===== src/rtl/tcce_pkg.sv =====
// shared constants, types and codes of the text console character engine
// depends on nothing; every other rtl file refers to it by scoped names
`default_nettype none

package tcce_pkg;

  // screen geometry
  localparam int COLUMNS    = 80;
  localparam int ROWS       = 25;
  localparam int TAB_STOP   = 8;
  localparam int CELL_COUNT = COLUMNS * ROWS;

  // field widths fixed by the channel payloads
  localparam int FUNC_W     = 2;
  localparam int CHAR_W     = 8;
  localparam int ATTR_W     = 8;
  localparam int POS_W      = 11;
  localparam int CELL_W     = CHAR_W + ATTR_W;
  localparam int CFG_IDX_W  = 4;
  localparam int CFG_DATA_W = 8;

  // internal widths
  localparam int ADDR_W = $clog2(CELL_COUNT);
  localparam int CNT_W  = $clog2(CELL_COUNT + 1);
  localparam int NP_W   = $clog2(CELL_COUNT + COLUMNS + TAB_STOP);

  // reciprocal constants for remainder by columns and by tab stop
  localparam int DIV_SHIFT = ADDR_W;
  localparam int RECIP_W   = DIV_SHIFT + 1;
  localparam logic [RECIP_W-1:0] COL_RECIP = RECIP_W'((1 << DIV_SHIFT) / COLUMNS);
  localparam logic [RECIP_W-1:0] TAB_RECIP = RECIP_W'((1 << DIV_SHIFT) / TAB_STOP);

  // character codes
  localparam logic [CHAR_W-1:0] CHAR_BS    = 8'h08;
  localparam logic [CHAR_W-1:0] CHAR_TAB   = 8'h09;
  localparam logic [CHAR_W-1:0] CHAR_LF    = 8'h0a;
  localparam logic [CHAR_W-1:0] CHAR_CR    = 8'h0d;
  localparam logic [CHAR_W-1:0] CHAR_SPACE = 8'h20;
  localparam logic [CHAR_W-1:0] CHAR_DEL   = 8'h7f;

  localparam logic [ATTR_W-1:0] ATTR_RESET = 8'h07;

  // configuration register indexes
  localparam logic [CFG_IDX_W-1:0] REG_DEFAULT_ATTR = 4'd0;
  localparam logic [CFG_IDX_W-1:0] REG_ERASE_ATTR   = 4'd1;

  typedef enum logic [FUNC_W-1:0] {
    OP_PUT   = 2'd0,
    OP_READ  = 2'd1,
    OP_SET   = 2'd2,
    OP_CLEAR = 2'd3
  } op_e;

  typedef enum logic [2:0] {
    CLS_PRINT = 3'd0,
    CLS_BS    = 3'd1,
    CLS_LF    = 3'd2,
    CLS_CR    = 3'd3,
    CLS_TAB   = 3'd4,
    CLS_NONE  = 3'd5
  } char_cls_e;

  // classified item between front and back
  typedef struct packed {
    op_e                op;
    char_cls_e          cls;
    logic [CHAR_W-1:0]  ch;
    logic [ADDR_W-1:0]  pos;
  } item_t;

endpackage

`default_nettype wire


===== src/rtl/tcce_queue.sv =====
// two-entry queue of classified items between front and back
// depends on tcce_pkg for the item type
`default_nettype none

module tcce_queue (
  input  logic             clk_i,
  input  logic             rst_ni,
  input  logic             push_i,
  input  tcce_pkg::item_t  push_data_i,
  output logic             full_o,
  input  logic             pop_i,
  output tcce_pkg::item_t  pop_data_o,
  output logic             empty_o
);

  localparam int Depth = 2;
  localparam int PtrW  = $clog2(Depth);

  tcce_pkg::item_t   entry_q [Depth];
  logic [PtrW-1:0]   wr_ptr_q, wr_ptr_d;
  logic [PtrW-1:0]   rd_ptr_q, rd_ptr_d;
  logic [PtrW:0]     count_q, count_d;

  assign full_o     = (count_q == (PtrW+1)'(Depth));
  assign empty_o    = (count_q == '0);
  assign pop_data_o = entry_q[rd_ptr_q];

  always_comb begin
    wr_ptr_d = wr_ptr_q;
    rd_ptr_d = rd_ptr_q;
    count_d  = count_q;
    if (push_i) begin
      wr_ptr_d = wr_ptr_q + 1'b1;
    end
    if (pop_i) begin
      rd_ptr_d = rd_ptr_q + 1'b1;
    end
    if (push_i && !pop_i) begin
      count_d = count_q + 1'b1;
    end else if (pop_i && !push_i) begin
      count_d = count_q - 1'b1;
    end
  end

  always_ff @(posedge clk_i or negedge rst_ni) begin
    if (!rst_ni) begin
      wr_ptr_q <= '0;
      rd_ptr_q <= '0;
      count_q  <= '0;
    end else begin
      wr_ptr_q <= wr_ptr_d;
      rd_ptr_q <= rd_ptr_d;
      count_q  <= count_d;
    end
  end

  always_ff @(posedge clk_i) begin
    if (push_i) begin
      entry_q[wr_ptr_q] <= push_data_i;
    end
  end

endmodule

`default_nettype wire


===== config.mk =====
export PLATFORM = sky130hd
export DESIGN_NAME = tcce_queue
export DESIGN_NICKNAME = d
export VERILOG_FILES = /design/src/rtl/tcce_pkg.sv /design/src/rtl/tcce_queue.sv
export SDC_FILE = /design/constraint.sdc
export NUM_CORES = 1
export LEC_CHECK = 0
export BUFFER_PORTS_ARGS = -buffer_cell sky130_fd_sc_hd__buf_2
export CORE_MARGIN = 2
export CORE_UTILIZATION = 51
export CTS_CLUSTER_DIAMETER = 200
export DETAILED_ROUTE_END_ITERATION = 12
export PLACE_DENSITY = 0.78
export SLEW_MARGIN = 20
export SYNTH_ARGS = -nofsm -noshare
export SYNTH_HDL_FRONTEND = slang
export SYNTH_SLANG_ARGS = --single-unit

===== constraint.sdc =====
create_clock -name clk_i -period 2.5 [get_ports clk_i]
set_input_delay 0.5 -clock clk_i [delete_from_list [all_inputs] [get_ports clk_i]]
set_output_delay 0.5 -clock clk_i [all_outputs]
set_load 0.05 [all_outputs]

==> flow_metrics.env <==
export IMPL_drive_gt1_share_pct=57.1
export IMPL_die_h_um=66.9
export IMPL_fin_setup_tns_ps=0
export IMPL_gp_congestion=0.689
export IMPL_area_delta_synth_final_pct=20.3
export IMPL_n_fill_cell=302
export IMPL_initial_core_util_pct=54.0
export IMPL_fin_nets=182
export IMPL_antenna_found_initial=0
export IMPL_postCtsSetupBuffers=0
export IMPL_grt_max_degree=25
export IMPL_worstSkewPairLatency_ps=290
export IMPL_cts_path_max_buffers=2
export IMPL_syn_cell_area_sq_um=2020
export IMPL_avgSynthCellArea_sq_um=22.2
export IMPL_fin_crit_sh_pct=86.6
export IMPL_maxUsedRoutingLayer="met4"
export IMPL_grt_ovfl_total=0
export IMPL_fin_skew_ps=3.32
export IMPL_power_density_nw_per_um2=1270
export IMPL_final_common_cell="buf_2"
export IMPL_firstDrtPassIters=3
export IMPL_routed_wl_um=3100
export IMPL_via_per_inst=4.93
export IMPL_seq_area_frac_synth_pct=76.3
export IMPL_dpl_instance_area_sq_um=2340
export IMPL_status="complete, no violations"
export IMPL_grt_setup_unrepaired="no"
export IMPL_syn_nets=120
export IMPL_tightestPinTransition_ps=353
export IMPL_drc=0
export IMPL_setup_viol=0
export IMPL_period_needed_ps=2160
export IMPL_cts_hold_buf=1
export IMPL_core_area_sq_um=3740
export IMPL_power_mw=3.10
export IMPL_cts_sinks=52
export IMPL_cts_tree="yes"
export IMPL_cp_start_kind="flip-flop"
export IMPL_wl_per_cell_um=15.3
export IMPL_ys_ff_latch=52
export IMPL_grt_usage_pct=15.4
export IMPL_htree_levels=2
export IMPL_wl_met2_um=1670
export IMPL_hold_viol_final=0
export IMPL_stdcell_count=202
export IMPL_rows=22
export IMPL_drtIter0Drc=46
export IMPL_worstPathMaxFanout=20
export IMPL_cpPeakStageDelay_ps=560
export IMPL_numPortBuffers=53
export IMPL_diodes=0
export IMPL_design_area_sq_um=2430
export IMPL_pin_count=54
export IMPL_cp_required_ps=2000
export IMPL_clk_pin_slew_worst_paths_ps=80
export IMPL_slowest_stage="dfrtp_1"
export IMPL_ctsResizeCount=0
export IMPL_drv_slew=0
export IMPL_cp_cell_sequence="buf_12, mux2_2, buf_2"
export IMPL_wl_met3_um=245
export IMPL_leakage_nw=1.00
export IMPL_met1Wirelength_um=1170
export IMPL_ys_warn_count=0
export IMPL_cp_end_kind="output pin"
export IMPL_cts_made_buffers=5
export IMPL_cap_violations=0
export IMPL_max_slew_margin_pct=76.4
export IMPL_ant_nets=0
export IMPL_syn_inst=91
export IMPL_die_w_um=66.9
export IMPL_mostFrequentLayoutCells="53 x buf_2, 48 x edfxtp_1, 19 x mux2_4"
export IMPL_synth_distinct_cells=13
export IMPL_grt_pass1_vias=1032
export IMPL_fmax_mhz=462
export IMPL_cts_root_buf="clkbuf_8"
export IMPL_holdCritPathClass="primary input to flip-flop"
export IMPL_vias=996
export IMPL_irDropWorstVdd_mv=0.748
export IMPL_crit_type="flip-flop to output pin"
export IMPL_design_die_area_sq_um=4480
export IMPL_grt_pass1_wl_um=4760
export IMPL_crit_arrival_ps=1660
export IMPL_dp_cells=193
where the power goes:
group / total (mW) / switching (mW) / internal, mW
clock network: 0.437 / 0.240 / 0.197
logic: 1.41 / 0.944 / 0.470
registers: 1.25 / 0.0880 / 1.16
cell families after synthesis:
family | after synthesis | share of synthesized area (%)
AND/OR/NAND/NOR | 5 | 1.30
multiplexers | 24 | 16.9
adder cells (fa/ha/maj) | 1 | 0.619
XOR/XNOR | 5 | 2.17
flip-flops | 52 | 76.3
buffers and inverters | 4 | 2.72
sequential cells by signal (all words and copies together) (netlist names):
signal / cells
count_q: 2
wr_ptr_q: 1
entry_q: 48
rd_ptr_q: 1
stage by stage:
stage	worst slack [ps]	hold slack (ps)	util (%)
final	336	388	64.9
after CTS	312	379	64.9
after global placement	690	309	62.5
after detailed placement	655	313	62.5
after global routing	245	370	64.9
after floorplan	486	204	-
cells in the mapped netlist, drive strengths merged:
master  number  area [sq um]
dfrtp        4           100
nor2b        2          12.5
edfxtp      48          1440
and2         1          6.26
xnor2        1          8.76
buf          3          51.3
mux2        24           342
ha           1          12.5
nor2         2          7.51
xor2         4          35.0
inv          1          3.75
worst max-delay path, delay by kind of cell, from the launching register on:
| kind | cells | cell delay, ps |
|---|---|---|
| mux | 1 | 350 |
| flops | 1 | 560 |
| buf+inv | 2 | 450 |
cell type report:
type / count / area [sq um] / share of cell area (%)
clock buffer: 7 / 76.3 / 3.14
clock inverter: 1 / 5.00 / 0.206
inverter: 1 / 3.75 / 0.154
multi-input combinational: 35 / 427 / 17.6
sequential: 52 / 1540 / 63.4
tap: 48 / 60.1 / 2.47
timing repair buffer: 58 / 318 / 13.1
metal layers:
layer  global-route usage [%]  up-vias
met2                     26.1       42
li1                         -      469
met3                     6.25        2
met1                     17.8      483
met5                        0        -
met4                     4.59        0
final timing paths:
path                                  from              to  slack [ps]  depth (start not counted)
setup / recovery                  rd_ptr_q   pop_data_o[4]         340                          3
hold / removal             push_data_i[17]  entry_q[1][17]         390                          1
setup reg to reg                  wr_ptr_q  entry_q[1][21]        1340                          2
hold reg to reg                 count_q[1]      count_q[1]         500                          1
max in group asynchronous           rst_ni        wr_ptr_q        1840                          2
min in group asynchronous           rst_ni        rd_ptr_q         540                          2
No activity file was read; power rests on OpenSTA's default activity.
