--- config.mk ---
export PLATFORM = sky130hd
export DESIGN_NAME = tcce_front_flat
export DESIGN_NICKNAME = d
export VERILOG_FILES = /design/src/rtl/tcce_pkg.sv /design/src/rtl/tcce_if.sv /design/src/rtl/tcce_front.sv /design/src/flat_wrapper.sv
export SDC_FILE = /design/constraint.sdc
export NUM_CORES = 1
export LEC_CHECK = 0
export BUFFER_PORTS_ARGS = -buffer_cell sky130_fd_sc_hd__buf_2
export CAP_MARGIN = 25
export CORE_AREA = 2 2 39 41
export DETAILED_ROUTE_END_ITERATION = 12
export DIE_AREA = 0 0 41 43
export GPL_ROUTABILITY_DRIVEN = 0
export PLACE_DENSITY_LB_ADDON = 0.2
export SLEW_MARGIN = 20
export SYNTH_ARGS = -nofsm -noshare
export SYNTH_HDL_FRONTEND = slang
export SYNTH_SLANG_ARGS = --single-unit
--- constraint.sdc ---
create_clock -name vclk -period 1.7
set_clock_uncertainty 0.1 [all_clocks]
set_input_delay 0.425 -clock vclk [all_inputs]
set_output_delay 0.425 -clock vclk [all_outputs]
set_load 0.005 [all_outputs]
--- src/rtl/tcce_pkg.sv ---
// shared constants, types and codes of the text console character engine
// depends on nothing; every other rtl file refers to it by scoped names
`default_nettype none

package tcce_pkg;

  // screen geometry
  localparam int COLUMNS    = 80;
  localparam int ROWS       = 25;
  localparam int TAB_STOP   = 8;
  localparam int CELL_COUNT = COLUMNS * ROWS;

  // field widths fixed by the channel payloads
  localparam int FUNC_W     = 2;
  localparam int CHAR_W     = 8;
  localparam int ATTR_W     = 8;
  localparam int POS_W      = 11;
  localparam int CELL_W     = CHAR_W + ATTR_W;
  localparam int CFG_IDX_W  = 4;
  localparam int CFG_DATA_W = 8;

  // internal widths
  localparam int ADDR_W = $clog2(CELL_COUNT);
  localparam int CNT_W  = $clog2(CELL_COUNT + 1);
  localparam int NP_W   = $clog2(CELL_COUNT + COLUMNS + TAB_STOP);

  // reciprocal constants for remainder by columns and by tab stop
  localparam int DIV_SHIFT = ADDR_W;
  localparam int RECIP_W   = DIV_SHIFT + 1;
  localparam logic [RECIP_W-1:0] COL_RECIP = RECIP_W'((1 << DIV_SHIFT) / COLUMNS);
  localparam logic [RECIP_W-1:0] TAB_RECIP = RECIP_W'((1 << DIV_SHIFT) / TAB_STOP);

  // character codes
  localparam logic [CHAR_W-1:0] CHAR_BS    = 8'h08;
  localparam logic [CHAR_W-1:0] CHAR_TAB   = 8'h09;
  localparam logic [CHAR_W-1:0] CHAR_LF    = 8'h0a;
  localparam logic [CHAR_W-1:0] CHAR_CR    = 8'h0d;
  localparam logic [CHAR_W-1:0] CHAR_SPACE = 8'h20;
  localparam logic [CHAR_W-1:0] CHAR_DEL   = 8'h7f;

  localparam logic [ATTR_W-1:0] ATTR_RESET = 8'h07;

  // configuration register indexes
  localparam logic [CFG_IDX_W-1:0] REG_DEFAULT_ATTR = 4'd0;
  localparam logic [CFG_IDX_W-1:0] REG_ERASE_ATTR   = 4'd1;

  typedef enum logic [FUNC_W-1:0] {
    OP_PUT   = 2'd0,
    OP_READ  = 2'd1,
    OP_SET   = 2'd2,
    OP_CLEAR = 2'd3
  } op_e;

  typedef enum logic [2:0] {
    CLS_PRINT = 3'd0,
    CLS_BS    = 3'd1,
    CLS_LF    = 3'd2,
    CLS_CR    = 3'd3,
    CLS_TAB   = 3'd4,
    CLS_NONE  = 3'd5
  } char_cls_e;

  // classified item between front and back
  typedef struct packed {
    op_e                op;
    char_cls_e          cls;
    logic [CHAR_W-1:0]  ch;
    logic [ADDR_W-1:0]  pos;
  } item_t;

endpackage

`default_nettype wire

--- src/rtl/tcce_if.sv ---
// valid/ready channel interfaces: command input, result output, config write
// depends on tcce_pkg for field widths
`default_nettype none

interface tcce_in_if;
  logic                         valid;
  logic                         ready;
  logic [tcce_pkg::FUNC_W-1:0]  func;
  logic [tcce_pkg::CHAR_W-1:0]  char_code;
  logic [tcce_pkg::POS_W-1:0]   position;

  modport source (output valid, output func, output char_code, output position,
                  input ready);
  modport sink   (input valid, input func, input char_code, input position,
                  output ready);
endinterface


`default_nettype wire

--- src/rtl/tcce_front.sv ---
// front end: takes command beats, clamps the position and classifies the byte
// depends on tcce_pkg and tcce_in_if
`default_nettype none

module tcce_front (
  tcce_in_if.sink          in_i,
  input  logic             full_i,
  input  logic             init_busy_i,
  output logic             push_o,
  output tcce_pkg::item_t  item_o
);

  tcce_pkg::char_cls_e             cls;
  logic [tcce_pkg::ADDR_W-1:0]     pos_clamped;

  assign in_i.ready = !full_i && !init_busy_i;
  assign push_o     = in_i.valid && in_i.ready;

  always_comb begin
    case (in_i.char_code)
      tcce_pkg::CHAR_BS:  cls = tcce_pkg::CLS_BS;
      tcce_pkg::CHAR_LF:  cls = tcce_pkg::CLS_LF;
      tcce_pkg::CHAR_CR:  cls = tcce_pkg::CLS_CR;
      tcce_pkg::CHAR_TAB: cls = tcce_pkg::CLS_TAB;
      default: begin
        if (in_i.char_code inside {[tcce_pkg::CHAR_SPACE:tcce_pkg::CHAR_DEL]}) begin
          cls = tcce_pkg::CLS_PRINT;
        end else begin
          cls = tcce_pkg::CLS_NONE;
        end
      end
    endcase
  end

  // positions past the screen land on the last cell
  always_comb begin
    if (int'(in_i.position) >= tcce_pkg::CELL_COUNT) begin
      pos_clamped = tcce_pkg::ADDR_W'(tcce_pkg::CELL_COUNT - 1);
    end else begin
      pos_clamped = tcce_pkg::ADDR_W'(in_i.position);
    end
  end

  always_comb begin
    item_o.op  = tcce_pkg::op_e'(in_i.func);
    item_o.cls = cls;
    item_o.ch  = in_i.char_code;
    item_o.pos = pos_clamped;
  end

endmodule

`default_nettype wire

--- src/flat_wrapper.sv ---
// flat-port wrapper written by rule: the top's interface ports become plain ports
module tcce_front_flat 
  (full_i, init_busy_i, push_o, item_o, in_i_valid, in_i_func, in_i_char_code, in_i_position, in_i_ready);
  tcce_in_if in_i_i ();
  input  logic full_i;
  input  logic init_busy_i;
  output logic push_o;
  output tcce_pkg::item_t item_o;
  input wire logic [$bits(in_i_i.valid)-1:0] in_i_valid;
  input wire logic [$bits(in_i_i.func)-1:0] in_i_func;
  input wire logic [$bits(in_i_i.char_code)-1:0] in_i_char_code;
  input wire logic [$bits(in_i_i.position)-1:0] in_i_position;
  output wire logic [$bits(in_i_i.ready)-1:0] in_i_ready;
  assign in_i_i.valid = in_i_valid;
  assign in_i_i.func = in_i_func;
  assign in_i_i.char_code = in_i_char_code;
  assign in_i_i.position = in_i_position;
  assign in_i_ready = in_i_i.ready;
  tcce_front u_core (.in_i(in_i_i), .full_i(full_i), .init_busy_i(init_busy_i), .push_o(push_o), .item_o(item_o));
endmodule
==> flow_summary.ini, run 1 <==
[worst_setup_path]
cpPeakStageDelay_ns = 0.34
crit_slowest_cell = a2111oi_2
cp_top_family = compound AO/OA/AOI/OAI gates
cp_data_required_time_ns = 1.17
end_kind = primary output
cp-start-kind = input pin
worst-path-buf-inv = 2
arrival_ns = 1.19
critical_path_class = input pin to primary output
path_cells = buf_8, nor2_2, nand2_1, a2111oi_2, buf_2
crit_fanout = 4

[pwr]
finalPower_uw = 123
share_comb_of_total_power_pct = 100.0
leakagePower_uw = 0.000283
p_int_uw = 79.4
p_clk_share_pct = 0
switching_share_pct = 35.5
p_per_area_nw_per_um2 = 231
power.switching_uw = 43.8
seqPwrFrac_pct = 0
ir_drop_mv = 0.0793

[timing]
fmax_ghz = 0.583
hold_viol = 0
report.final.slew_viol_count = 0
slew-limit-headroom_pct = 83.1
period_share_pct = 101
finalCriticalPeriod_ns = 1.71
worst_pin_slew_ns = 0.253
holdWs_ns = 0.750
grt_setup_unrepaired = yes
setup_viol = 3
worst_slack_ns = -0.0149

[drt]
drt_iter0_drc = 0
drt_wl_total_um = 802
routedWlPerCell_um = 9.11
antenna_left = 0
num_vias = 381
drc = 0
via_per_inst = 4.33
dr.pass1.iters = 1

[status]
violations = setup timing
status = finished with violations

[cells_and_area]
drive_above_1_share_pct = 83.3
area_delta_synth_final_pct = 122
fin_cells = 88
utilization_pct = 38.6
diodes = 0
mostFrequentLayoutCells = 35 x buf_2, 10 x buf_6, 4 x or2_4, 3 x and2_1, 3 x nor2_1
nNetsFinal = 98
regArea_um2 = 0
final.clkbuf_count = 0
seq_cell_count = 0
final_common_cell = buf_2

[floorplanning]
die_h_um = 43
std_cell_rows = 14
die_area_um2 = 1760
die_width_um = 41
core_area_um2 = 1380
ios = 50
start_util_pct = 17.4

[grt]
grt_remaining_overflow = 0
grt_pass1_wl_mm = 1.08
grt_pass1_vias = 316
grt_start_max_net_pins = 6
grt_usage_pct = 8.09
antenna_found_initial = 0

[placement]
dp.cells = 88
hpwl_um = 672
port-buffer-count = 46

[logic_synthesis]
synth_cell_types = 16
yosysTopAreaCell = buf_4
synthMuxAreaShare_pct = 0
synth-simple-area-share_pct = 37.0
syn_area_um2 = 240
synth_xor_area_share_pct = 3.65
synth_compound_area_share_pct = 19.8
avgSynthCellArea_um2 = 6.32
seq_area_frac_synth_pct = 0
synthCells = 38
synth_nets = 62
yosys_warnings = 0
synth_top_family_by_area = buffers and inverters
synthAdderAreaFrac_pct = 0
yosys.area.top_type_share_pct = 31.3
synth_area_leaders = buf_4 31%, or2_2 10%, and2_1 7.8%

[flow_run]
maxCapViolations = 0

[clocking]
cts_hold_buf = 0
cts_setup_buffers = 0

[worst_hold_path]
hp-class = input pin to primary output
[worst paths after layout]
| kind | startpoint | cells past startpoint | to |
|---|---|---|---|
| min | in_i_func[1] | 0 | item_o[23] |
| max | in_i_char_code[2] | 5 | item_o[20] |
[power by group through the flow]
stage / combinational (uW) / sequential (uW) / clock (uW)
after CTS: 113 / 0 / 0
after floorplan: 47.3 / 0 / 0
after global routing: 135 / 0 / 0
after global placement: 91.8 / 0 / 0
final: 123 / 0 / 0
after detailed placement: 92.6 / 0 / 0
[kinds of logic after synthesis]
group           after synthesis
compound gates                5
simple gates                 17
xor+xnor                      1
buf+inv                      15
[routing by layer]
| metal | GRT usage (%) | routed length, um | part of all wire, % | up-vias |
|---|---|---|---|---|
| li1 | - | - | - | 183 |
| met1 | 9.18 | 241 | 30 | 164 |
| met2 | 15.9 | 413 | 51 | 34 |
| met3 | 0.524 | 147 | 18 | 0 |
| met4 | 0 | 0 | 0 | 0 |
| met5 | 0 | 0 | 0 | - |
[stage by stage]
step           cell area, um2  setup TNS [ns]  worst slack [ns]
3_3_place_gp              418          -0.353           -0.0638
3_5_place_dp              418          -0.414           -0.0776
6_report                  534         -0.0184           -0.0149
2_1_floorplan             240               0             0.179
5_1_grt                   534          -0.151           -0.0715
4_1_cts                   492         -0.0560           -0.0553
[Yosys cell counts]
cell / count
a2111oi_2: 1
a31oi_1: 1
and2_1: 3
and3_1: 1
buf_2: 1
buf_4: 10
clkbuf_1: 4
nand2_1: 2
nand3_1: 1
nand3b_1: 1
nor2_1: 5
o2111a_1: 1
o21ai_0: 1
o32a_1: 1
or2_2: 4
xnor2_1: 1
[cell type report]
type	instances	area, um2
Multi-Input combinational cell	23	181
Timing Repair Buffer	49	333
Tap cell	16	20.0
Fill cell	149	850
[timing repair]
action                                  CTS  global route
resized for setup                        16            10
pin swaps                                 4             6
gates cloned                              0             0
endpoints found under the setup margin    6             6
Note: power is estimated with default switching activity, not from simulation.
==> inputs of run 2 (changes only) <==
==> constraint.sdc (replaced) <==
create_clock -name vclk -period 1.7
set_clock_uncertainty 0.1 [all_clocks]
set_input_delay 0.17 -clock vclk [all_inputs]
set_output_delay 0.17 -clock vclk [all_outputs]
set_load 0.005 [all_outputs]
==> run 2 against run 1 <==
  * The run now ends clean
  * First-iteration DRC count up 2
  * Final cell count down 3.4%
  * Core utilization shrank 10 points
  * Via count decreased by 11%
  * Sequential share of layout area is the same
  * Design area shrank 26%
  * Fmax increased by 35%
  * Worst setup slack improved by 0.44 ns
  * Total power shrank 30%
  * Clock-buffer cell count unchanged
  * Combinational power fell by 30%
  * Flip-flop and latch count unchanged
==> flow_summary.ini, run 2 (synthesis results as in run 1) <==
[cells_and_area]
utilization_pct = 28.6
drive_above_1_share_pct = 73.9
nFillCells = 166
seq_cell_count = 0
final.clkbuf_count = 0
final_cell_area_um2 = 395
mostFrequentLayoutCells = 46 x buf_2, 5 x nor2_1, 4 x or2_2, 3 x and2_1, 2 x nand2_1
diodes = 0
nNetsFinal = 95
regArea_um2 = 0
multiInputGateArea_um2 = 145
final_common_cell = buf_2
area_delta_synth_final_pct = 64.6

[clocking]
cts_setup_buffers = 0
cts_hold_buf = 0
ctsResizeCount = 0

[worst_setup_path]
cpPeakStageDelay_ns = 0.33
cpMostUsedCell = buf_2
worst-path-buf-inv = 2
end_kind = primary output
cp_top_family = compound AO/OA/AOI/OAI gates
startpoint = in_i_char_code[7]
critical_path_class = input pin to primary output
critPathCapture = item_o[19]
arrival_ns = 1.00
crit_fanout = 4
path_cells = buf_2, nor2_1, nand2_1, o32a_1, buf_2
crit_slowest_cell = o32a_1
worst-path-stages = 5
cp_data_required_time_ns = 1.43
cp-start-kind = input pin

[timing]
setup_tns_ns = 0
worst_slack_ns = 0.425
fmax_ghz = 0.784
period_share_pct = 75.0
hold_viol = 0
grt_setup_unrepaired = no
setup_viol = 0
worst_pin_slew_ns = 0.254
finalCriticalPeriod_ns = 1.27
slew-limit-headroom_pct = 83.0
report.final.slew_viol_count = 0

[floorplanning]
die_area_um2 = 1760
std_cell_rows = 14
start_util_pct = 17.4
ios = 50
die_h_um = 43
core_area_um2 = 1380
die_width_um = 41

[grt]
grt_start_max_net_pins = 6
grt_pass1_vias = 275
grt_pass1_wl_um = 910
antenna_found_initial = 0
grt_usage_pct = 6.79
grt_remaining_overflow = 0

[placement]
place_ws_ns = 0.429
port-buffer-count = 46
placed_area_um2 = 395
hpwl_um = 647

[drt]
drt_wl_total_um = 673
num_vias = 339
drc = 0
via_per_inst = 3.99
routedWlPerCell_um = 7.92
antenna_left = 0
dr.pass1.iters = 2
drt_iter0_drc = 2

[pwr]
finalPower_uw = 85.8
p_per_area_nw_per_um2 = 217
ir_drop_mv = 0.0600
leakagePower_uw = 0.000236

[flow_run]
maxCapViolations = 0

[status]
status = finished, final reports clean

[worst_hold_path]
hp-class = input pin to primary output
run 2: changes by cell type in the layout (fill, tap and decap cells not counted), moves of 2 or more:
cell and delta:
buf_4 -2, or2_2 +4, buf_8 -2, nor2_1 +2
or2_4 -4, buf_2 +11, buf_6 -10
run 2: cell type report:
class | count | share of cell area, %
Multi-Input combinational cell | 23 | 36.7
Timing Repair Buffer | 46 | 58.2
Tap cell | 16 | 5.06
run 2: stage by stage:
stage	hold slack (ns)	std cells
6_report	0.240	85
5_1_grt	0.240	85
2_1_floorplan	0.266	38
3_5_place_dp	0.240	85
4_1_cts	0.240	85
3_3_place_gp	0.240	85
run 2: worst min path at each step:
stage	start	endpoint	slack, ns	cells past startpoint
after floorplan	in_i_char_code[5]	item_o[20]	0.27	1
after detailed placement	in_i_func[1]	item_o[23]	0.24	0
after global placement	in_i_func[1]	item_o[23]	0.24	0
final	in_i_func[1]	item_o[23]	0.24	0
after global routing	in_i_func[1]	item_o[23]	0.24	0
after CTS	in_i_func[1]	item_o[23]	0.24	0
run 2: where the power goes:
part	leakage (uW)	switching (uW)	total [uW]	internal [uW]
clock network	0	0	0	0
logic	0.000236	36.3	85.8	49.6
registers	0	0	0	0
run 2: routing by layer:
layer | vias to the layer above | global-route usage (%) | part of all wire (%)
li1 | 176 | - | -
met1 | 129 | 7.59 | 38
met2 | 34 | 13.4 | 43
met3 | 0 | 0.524 | 19
met4 | 0 | 0 | 0
met5 | - | 0 | 0
==> inputs of run 3 (changes only) <==
--- a/config.mk
+++ b/config.mk
@@ -5,6 +5,7 @@
 export SDC_FILE = /design/constraint.sdc
 export NUM_CORES = 1
 export LEC_CHECK = 0
+export ABC_AREA = 1
 export BUFFER_PORTS_ARGS = -buffer_cell sky130_fd_sc_hd__buf_2
 export CAP_MARGIN = 25
 export CORE_AREA = 2 2 39 41
==> constraint.sdc (replaced) <==
create_clock -name vclk -period 1.2
set_clock_uncertainty 0.1 [all_clocks]
set_input_delay 0.12 -clock vclk [all_inputs]
set_output_delay 0.12 -clock vclk [all_outputs]
set_load 0.005 [all_outputs]
==> run 3 against run 2 <==
  * Sequential share of layout area unchanged
  * Critical path depth up 3
  * Total power up 47%
  * Die area unchanged
  * Flip-flop and latch count unchanged
  * Area after synthesis up 22%
  * Clock-buffer cell count unchanged
  * Core utilization up 3.9 points
  * Final cell count up 25%
  * Via count up 24%
  * Global-route usage up 0.30 points
  * Wire length up 0.45%
  * Critical path type unchanged
==> flow_summary.ini, run 3 <==
[status]
status = finished, final reports clean

[pwr]
leakagePower_uw = 0.000318
ir_drop_mv = 0.0758
p_per_area_nw_per_um2 = 281

[grt]
grt_remaining_overflow = 0
grt_pass1_wl_um = 952
grt_pass1_vias = 298
grt_usage_pct = 7.09
grt_start_max_net_pins = 6
antenna_found_initial = 0

[worst_hold_path]
hp-class = input pin to primary output

[logic_synthesis]
synth_area_leaders = buf_4 26%, nand2_1 18%, inv_1 14%
yosys.area.top_type_share_pct = 25.6
syn_area_um2 = 293
synth_nets = 83
seq_area_frac_synth_pct = 0
yosys_warnings = 0
avgSynthCellArea_um2 = 4.96
synth.most_common_cell = nand2_1
ys_top_cells_by_count = 14 x nand2_1, 11 x inv_1, 10 x buf_4
synth_cell_types = 13
synthCells = 59
yosysTopAreaCell = buf_4

[placement]
port-buffer-count = 46
hpwl_um = 651
place_ws_ns = 0.112

[timing]
finalCriticalPeriod_ns = 1.07
setup_tns_ns = 0
setup_viol = 0
report.final.slew_viol_count = 0
slew-limit-headroom_pct = 86.3
period_share_pct = 88.9
fmax_ghz = 0.937
worst_pin_slew_ns = 0.206
grt_setup_unrepaired = no
worst_slack_ns = 0.133
hold_viol = 0

[floorplanning]
core_area_um2 = 1380
die_area_um2 = 1760
std_cell_rows = 14
die_width_um = 41
die_h_um = 43
ios = 50
start_util_pct = 21.2

[cells_and_area]
seq_cell_count = 0
final.clkbuf_count = 0
drive_above_1_share_pct = 54.4
regArea_um2 = 0
mostFrequentLayoutCells = 46 x buf_2, 14 x nand2_1, 11 x inv_1, 8 x nor2_1, 4 x a21oi_1
diodes = 0
area_delta_synth_final_pct = 53.4
final_common_cell = buf_2
nNetsFinal = 116

[clocking]
cts_hold_buf = 0
ctsResizeCount = 0
cts_setup_buffers = 0

[worst_setup_path]
end_kind = primary output
crit_fanout = 4
cp-start-kind = input pin
arrival_ns = 0.85
critical_path_class = input pin to primary output
cp_data_required_time_ns = 0.98

[drt]
dr.pass1.iters = 1
drc = 0
antenna_left = 0
drt_wl_total_um = 676
num_vias = 419
drt_iter0_drc = 0
routedWlPerCell_um = 6.38
via_per_inst = 3.95

[flow_run]
maxCapViolations = 0
[run 3: cell count changes after synthesis, moves of 3 or more]
| cell | previous run | this run |
|---|---|---|
| nand2_1 | 2 | 14 |
| inv_1 | 0 | 11 |
| a21oi_1 | 0 | 4 |
| or2_2 | 4 | 0 |
| and2_1 | 3 | 0 |
| nor2_1 | 5 | 8 |
[run 3: logic make-up after synthesis]
| kind of cell | after synthesis | synth area share (%) |
|---|---|---|
| AND/OR/NAND/NOR | 28 | 44.4 |
| AO/OA/AOI/OAI | 5 | 9.40 |
| buffers and inverters | 26 | 46.2 |
[run 3: through the flow]
step	hold WS (ns)	utilization [%]	cell area, um2	std cells	total power, uW
after global routing	0.140	32.5	449	106	143
after global placement	0.140	32.5	449	106	127
final	0.140	32.5	449	106	126
after CTS	0.140	32.5	449	106	129
after floorplan	0.167	-	293	59	73.0
after detailed placement	0.140	32.5	449	106	128
[run 3: layout make-up]
type,instances,area [um2]
Fill cell,163,935
Timing Repair Buffer,46,230
Multi-Input combinational cell,33,158
Inverter,11,41.3
Tap cell,16,20.0
[run 3: metal layers]
metal | global-route usage, % | share of wire, % | wire (um)
met3 | 1.05 | 18 | 119
met2 | 14.7 | 47 | 319
met1 | 6.96 | 35 | 237
met5 | 0 | 0 | 0
met4 | 0 | 0 | 0
[run 3: report_power, final]
part           switching, uW  total, uW  internal (uW)
combinational           57.7        126           68.3
sequential                 0          0              0
clock                      0          0              0
total                   57.7        126           68.3
[run 3: path summary, 6_finish.rpt]
path              start         end  slack (ns)  cells after the start
min        in_i_func[1]  item_o[23]        0.14                      0
max   in_i_char_code[6]  item_o[19]        0.13                      8
[run 3: worst max-delay path, cell delays in order]
cell and delay [ns]:
buf_2 0.11, nor2_1 0.09, nand2_1 0.11, nor2_2 0.14, nor2_1 0.06, nand3_2 0.06, nand2_1 0.05, buf_2 0.12
